<file path="config.mk">
export PLATFORM = sky130hd
export DESIGN_NAME = alt_calc
export DESIGN_NICKNAME = d
export VERILOG_FILES = /design/src/hdl/alt_pkg.sv /design/src/hdl/alt_calc.sv
export SDC_FILE = /design/constraint.sdc
export NUM_CORES = 1
export LEC_CHECK = 0
export BUFFER_PORTS_ARGS = -buffer_cell sky130_fd_sc_hd__clkbuf_2
export CAP_MARGIN = 20
export CORE_UTILIZATION = 25
export DETAILED_ROUTE_END_ITERATION = 12
export PLACE_DENSITY = 0.44
export SYNTH_ARGS = -nofsm -noshare
export SYNTH_HDL_FRONTEND = slang
export SYNTH_SLANG_ARGS = --single-unit
</file>
<file path="constraint.sdc">
create_clock -name vclk -period 15.4
set_clock_uncertainty 0.15 [all_clocks]
set_input_delay 0.77 -clock vclk [all_inputs]
set_output_delay 0.77 -clock vclk [all_outputs]
set_load 0.005 [all_outputs]
</file>
<file path="src/hdl/alt_pkg.sv">
`default_nettype none

package alt_pkg;

   localparam int ACC_W           = 26;
   localparam int COUNT_W         = 11;
   localparam int ITEM_IDX_W      = 10;
   localparam int AGENT_IDX_W     = 6;
   localparam int WEIGHT_IN_W     = 16;
   localparam int COST_W          = 16;

   localparam int DEF_MAX_ITEMS   = 1024;
   localparam int DEF_MAX_AGENTS  = 64;
   localparam int DEF_WEIGHT_BITS = 16;

   localparam logic REQ_ASSIGN    = 1'b0;
   localparam logic REQ_CAPACITY  = 1'b1;

   typedef logic [ACC_W-1:0]   acc_type;
   typedef logic [COUNT_W-1:0] count_type;

   typedef struct packed {
      acc_type capacity;
      acc_type weight;
      acc_type cost;
      acc_type overcap;
   } agent_rec_type;

   typedef struct packed {
      acc_type   cost;
      acc_type   weight;
      acc_type   overcap;
      count_type count;
   } sums_type;

   typedef enum logic [1:0] {
      CALC_NONE,
      CALC_ADD,
      CALC_REMOVE,
      CALC_CAPACITY
   } calc_op_type;

endpackage

`default_nettype wire

</file>
<file path="src/hdl/alt_calc.sv">
`default_nettype none

module alt_calc (
   input  wire alt_pkg::calc_op_type   op,
   input  wire alt_pkg::agent_rec_type rec_i,
   input  wire alt_pkg::acc_type       weight,
   input  wire alt_pkg::acc_type       cost,
   input  wire alt_pkg::acc_type       capacity,
   input  wire alt_pkg::sums_type      sums_i,
   output alt_pkg::agent_rec_type      rec_o,
   output alt_pkg::sums_type           sums_o
);

   import alt_pkg::*;

   acc_type          drop;
   acc_type          rise;
   acc_type          oc_new;
   logic [ACC_W:0]   sum_wide;

   always_comb begin
      drop     = '0;
      rise     = '0;
      oc_new   = '0;
      sum_wide = {1'b0, rec_i.weight} + {1'b0, weight};

      // clipped excess: only the part above capacity moves overcapacity
      if (rec_i.weight <= rec_i.capacity) begin
         drop = '0;
      end else if (rec_i.weight >= weight && (rec_i.weight - weight) >= rec_i.capacity) begin
         drop = weight;
      end else begin
         drop = rec_i.weight - rec_i.capacity;
      end

      if (rec_i.weight >= rec_i.capacity) begin
         rise = weight;
      end else if (sum_wide <= {1'b0, rec_i.capacity}) begin
         rise = '0;
      end else begin
         rise = ACC_W'(sum_wide - {1'b0, rec_i.capacity});
      end

      if (rec_i.weight > capacity) begin
         oc_new = rec_i.weight - capacity;
      end

      rec_o  = rec_i;
      sums_o = sums_i;
      case (op)
         CALC_ADD: begin
            rec_o.overcap  = rec_i.overcap + rise;
            rec_o.cost     = rec_i.cost + cost;
            rec_o.weight   = rec_i.weight + weight;
            sums_o.overcap = sums_i.overcap + rise;
            sums_o.cost    = sums_i.cost + cost;
            sums_o.weight  = sums_i.weight + weight;
            sums_o.count   = sums_i.count + COUNT_W'(1);
         end
         CALC_REMOVE: begin
            rec_o.overcap  = rec_i.overcap - drop;
            rec_o.cost     = rec_i.cost - cost;
            rec_o.weight   = rec_i.weight - weight;
            sums_o.overcap = sums_i.overcap - drop;
            sums_o.cost    = sums_i.cost - cost;
            sums_o.weight  = sums_i.weight - weight;
            sums_o.count   = sums_i.count - COUNT_W'(1);
         end
         CALC_CAPACITY: begin
            rec_o.capacity = capacity;
            rec_o.overcap  = oc_new;
            sums_o.overcap = sums_i.overcap - rec_i.overcap + oc_new;
         end
         default: begin
            rec_o  = rec_i;
            sums_o = sums_i;
         end
      endcase
   end

endmodule

`default_nettype wire

</file>
# Word-level counts from Yosys, hierarchy flattened
# Index checks and enable logic that the tools add are counted.
[word_totals]
ff_bits = 0
latch_bits = 0
ramBits = 0
mem_bits_ro = 0
input_bits = 273
mem_count = 0
[classes]
add_sub_neg = 20
mul = 0
div = 0
n_lt_le_gt_ge = 6
eq_ne = 3
shift = 0
n_mux = 11
bitwise_logic = 0
reduce_logical = 1
[op_table]
columns = ["operator", "n"]
rows = [
  ["$sub A26 B26 Y26", 10],
  ["$pmux W52 S2", 2],
  ["$add A26 B26 Y26", 7],
  ["$mux W26", 6],
  ["$pmux W26 S3", 2],
  ["$ge A26 B26 Y1", 3],
  ["$add A26 B26 Y27", 1],
  ["$le A27 B26 Y1", 1],
  ["$gt A26 B26 Y1", 1],
  ["$le A26 B26 Y1", 1],
  ["$pmux W11 S2", 1],
  ["$add A11 B1 Y11 const B", 1],
  ["$sub A11 B1 Y11 const B", 1],
  ["$eq A2 B2 Y1 const B", 2],
  ["$eq A2 B1 Y1 const B", 1],
  ["$logic_and A1 B1 Y1", 1],
]

# Logic depth before layout (Yosys ltp)
[depth]
ltp_word = 7
mapped_depth = 56

# Worst setup path before layout
# No wires, ideal clock.
[synth_timing]
kind = "in2out"
from = "input port weight[2]"
to = "output port sums_o[36] in the netlist's numbering"
arrival_ps = 10914
slack_ps = 3566
cell_stages = 55
n_path_buf = 5
cell_sequence = "clkbuf_1 inv_1 ha_1 buf_2 nor2_1 o311a_1 o22ai_1 a221oi_1 nor2_1 o21bai_1 a21oi_1 o21bai_1 a21oi_1 o21bai_1 a21oi_1 o21bai_1 a21oi_1 nor2_1 [... 19 more ...] a21oi_1 o22a_1 ha_1 o2111ai_1 o2111ai_1 o311a_1 a41o_1 o41ai_1 or3b_2 mux2_2 a41o_1 a2111o_1 a41oi_2 o21bai_1 a21oi_1 xor2_1 mux2i_1 a221o_1"
[synth_lines]
columns = ["item", "line", "source"]
rows = [
  ["start, declared", "alt_calc.sv:6", "input wire alt_pkg::acc_type weight,"],
  ["end, declared", "alt_calc.sv:11", "output alt_pkg::sums_type sums_o"],
]

==> results_dict.tcl <==
set metrics [dict create \
    status "complete, no violations" \
    initial_core_util 0.2525 \
    wl_per_cell_um 22.19 \
    nFillCells 8905 \
    finalWorstPathRequiredPeriod_ps 13670 \
    cp-start-kind "input port" \
    layout.nets 3922 \
    area_delta_synth_final_pct 17.22 \
    vias 22870 \
    max_freq_mhz 73.15 \
    overflow 0 \
    routed_wl_um 96450 \
    tightest_slew_ps 1074 \
    synth_largest_area_cell "ha_1" \
    post-dp-hpwl_um 83670 \
    synth_area_leaders "ha_1, xnor2_1, a21oi_1" \
    die_area_sq_um 80930 \
    drc 0 \
    ys_types 90 \
    ff_latch_area_sq_um 0 \
    crit_buf_inv 4 \
    max_stage_delay_ps 710 \
    hold_violations 0 \
    path_delay_family "compound AO/OA/AOI/OAI gates" \
    die_h_um 284.5 \
    wl_met1_um 41280 \
    worstHoldEndpoint "sums_o[62]" \
    vias_per_cell 5.261 \
    fin_crit_sh 0.8877 \
    mappedNetlistArea_sq_um 19950 \
    rsz0062_at_grt "false" \
    critPathMaxFanout 25 \
    hp-class "input port to output port" \
    drive_gt1_frac 0.1803 \
    gp_congestion 0.9494 \
    multi_input_area_sq_um 18500 \
    grt_pass1_wl_um 139400 \
    synthCells 2923 \
    drt_iter0_drc 1318 \
    place_ws_ps 1995 \
    met2_wirelength_um 47850 \
    grt_start_max_net_pins 79 \
    postCtsResizedCells 0 \
    power_w 0.001989 \
    finalCoreUtilization 0.2960 \
    grt_pass1_vias 21840 \
    maxUsedRoutingLayer "met5" \
    yosysWarnings 0 \
    irDropWorstVdd_uv 30.30 \
    final_max_slew_viol_count 0 \
    min_path_cells 3 \
    synth_commonest_cells "ha_1, a21oi_1, inv_1, nor2_1, xnor2_1" \
    antenna_found_initial 7 \
    wl_met3_um 4778 \
    avgSynthCellArea_sq_um 6.824 \
    synthMostInstantiatedCell "ha_1" \
    power_density_nw_per_um2 85.08 \
    firstDrtPassIters 6 \
    crit_top_cell "a21oi_1" \
    worst-setup-path-type "input port to output port" \
    grt_util_all_layers 0.2263 \
    synthesis.nets 3549 \
    cts_setup_buffers 0 \
    core-area_sq_um 79000 \
    fin_tns_setup_ps 0 \
    cts-hold-fix-buffers 0 \
    synth_top_area_share 0.1988 \
    cp.required_ps 14480 \
    slew_headroom 0.2841 \
    drtAntennaViolNets 0 \
    pin_count 466 \
    num_rows 103 \
    yosysSeqAreaShare 0 \
    setup_violations 0 \
    hp-start "sums_i[62]" \
    setup_ws_ps 1730 \
    cap_violations 0 \
    cp.arrival_ps 12750 \
    seq_cells 0 \
    num-clock-buffers 0 \
    io_buffer_count 466 \
    leakage_nw 11.23 \
    crit_slowest_cell "a2111oi_0" \
    die_w_um 284.5 \
    end_kind "output port" \
]
[power breakdown]
group / switching [W] / internal, W / total, W
sequential: 0 / 0 / 0
combinational: 0.00115 / 0.000836 / 0.00199
clock: 0 / 0.00000000000324 / 0.00000000000326
[how the worst max path moves through the flow]
| stage | slack, ps | cells past startpoint | end | from |
|---|---|---|---|---|
| finish | 1730 | 54 | sums_o[36] | weight[0] |
| global route | 760 | 53 | sums_o[36] | rec_i[53] |
| CTS | 1930 | 54 | sums_o[36] | weight[0] |
| detailed placement | 1990 | 54 | sums_o[36] | weight[0] |
| global placement | 2030 | 54 | sums_o[36] | weight[0] |
| floorplan | 3570 | 55 | sums_o[36] | weight[2] |
[worst min-delay path, cell delays in order]
cell and delay, ps:
clkbuf_2 80, xnor2_1 60, clkbuf_2 100
[metal layers]
layer / track usage / up-vias
li1: - / 11350
met1: 0.2837 / 10660
met2: 0.4165 / 757
met3: 0.01726 / 97
met4: 0.05000 / 6
met5: 0 / -
[layout by cell type (no fill, tap or decap), types with 22 or more instances in the layout]
cell type    n
fa_1        36
a31oi_1     34
clkbuf_2   466
o21ai_0    152
or3_1       22
o21bai_1    48
ha_1       314
and3_1      25
inv_1      271
nor2b_1     43
nand4_1     25
mux2_2      45
o21a_1      34
a21oi_1    283
a211oi_1    23
nand2_1    205
a21o_1      85
nand2b_1    33
xnor2_1    226
nor3_1      74
nor2_1     264
xor2_1      79
nand3_1     61
a221oi_1    43
buf_4       26
[cells by family (layout without fill, tap and decap cells)]
kind of cell               Yosys count  count (layout)  synth area share
AOI/OAI and AO/OA                  958             958            0.3185
xor gates and xnor gates           305             305            0.1339
adders and majority gates          355             355            0.2360
buffers and inverters              397             768           0.07564
muxes                               60              60           0.03299
other                                0               3                 0
and+or+nand+nor                    848             848            0.2030
[stage by stage]
stage	area, sq um	hold WS, ps	std cells
finish	23380	1634	4347
global route	23380	1648	4345
CTS	23370	1638	4344
detailed placement	23370	1637	4344
global placement	23370	1633	4344
floorplan	19950	1441	2923
[cell type report]
cell class	instances	area share
Tap cell	1050	0.05619
Multi-Input combinational cell	2526	0.7910
Antenna cell	3	0.0003211
Inverter	276	0.04436
Timing Repair Buffer	492	0.1081
No activity file was read; power rests on OpenSTA's default activity.
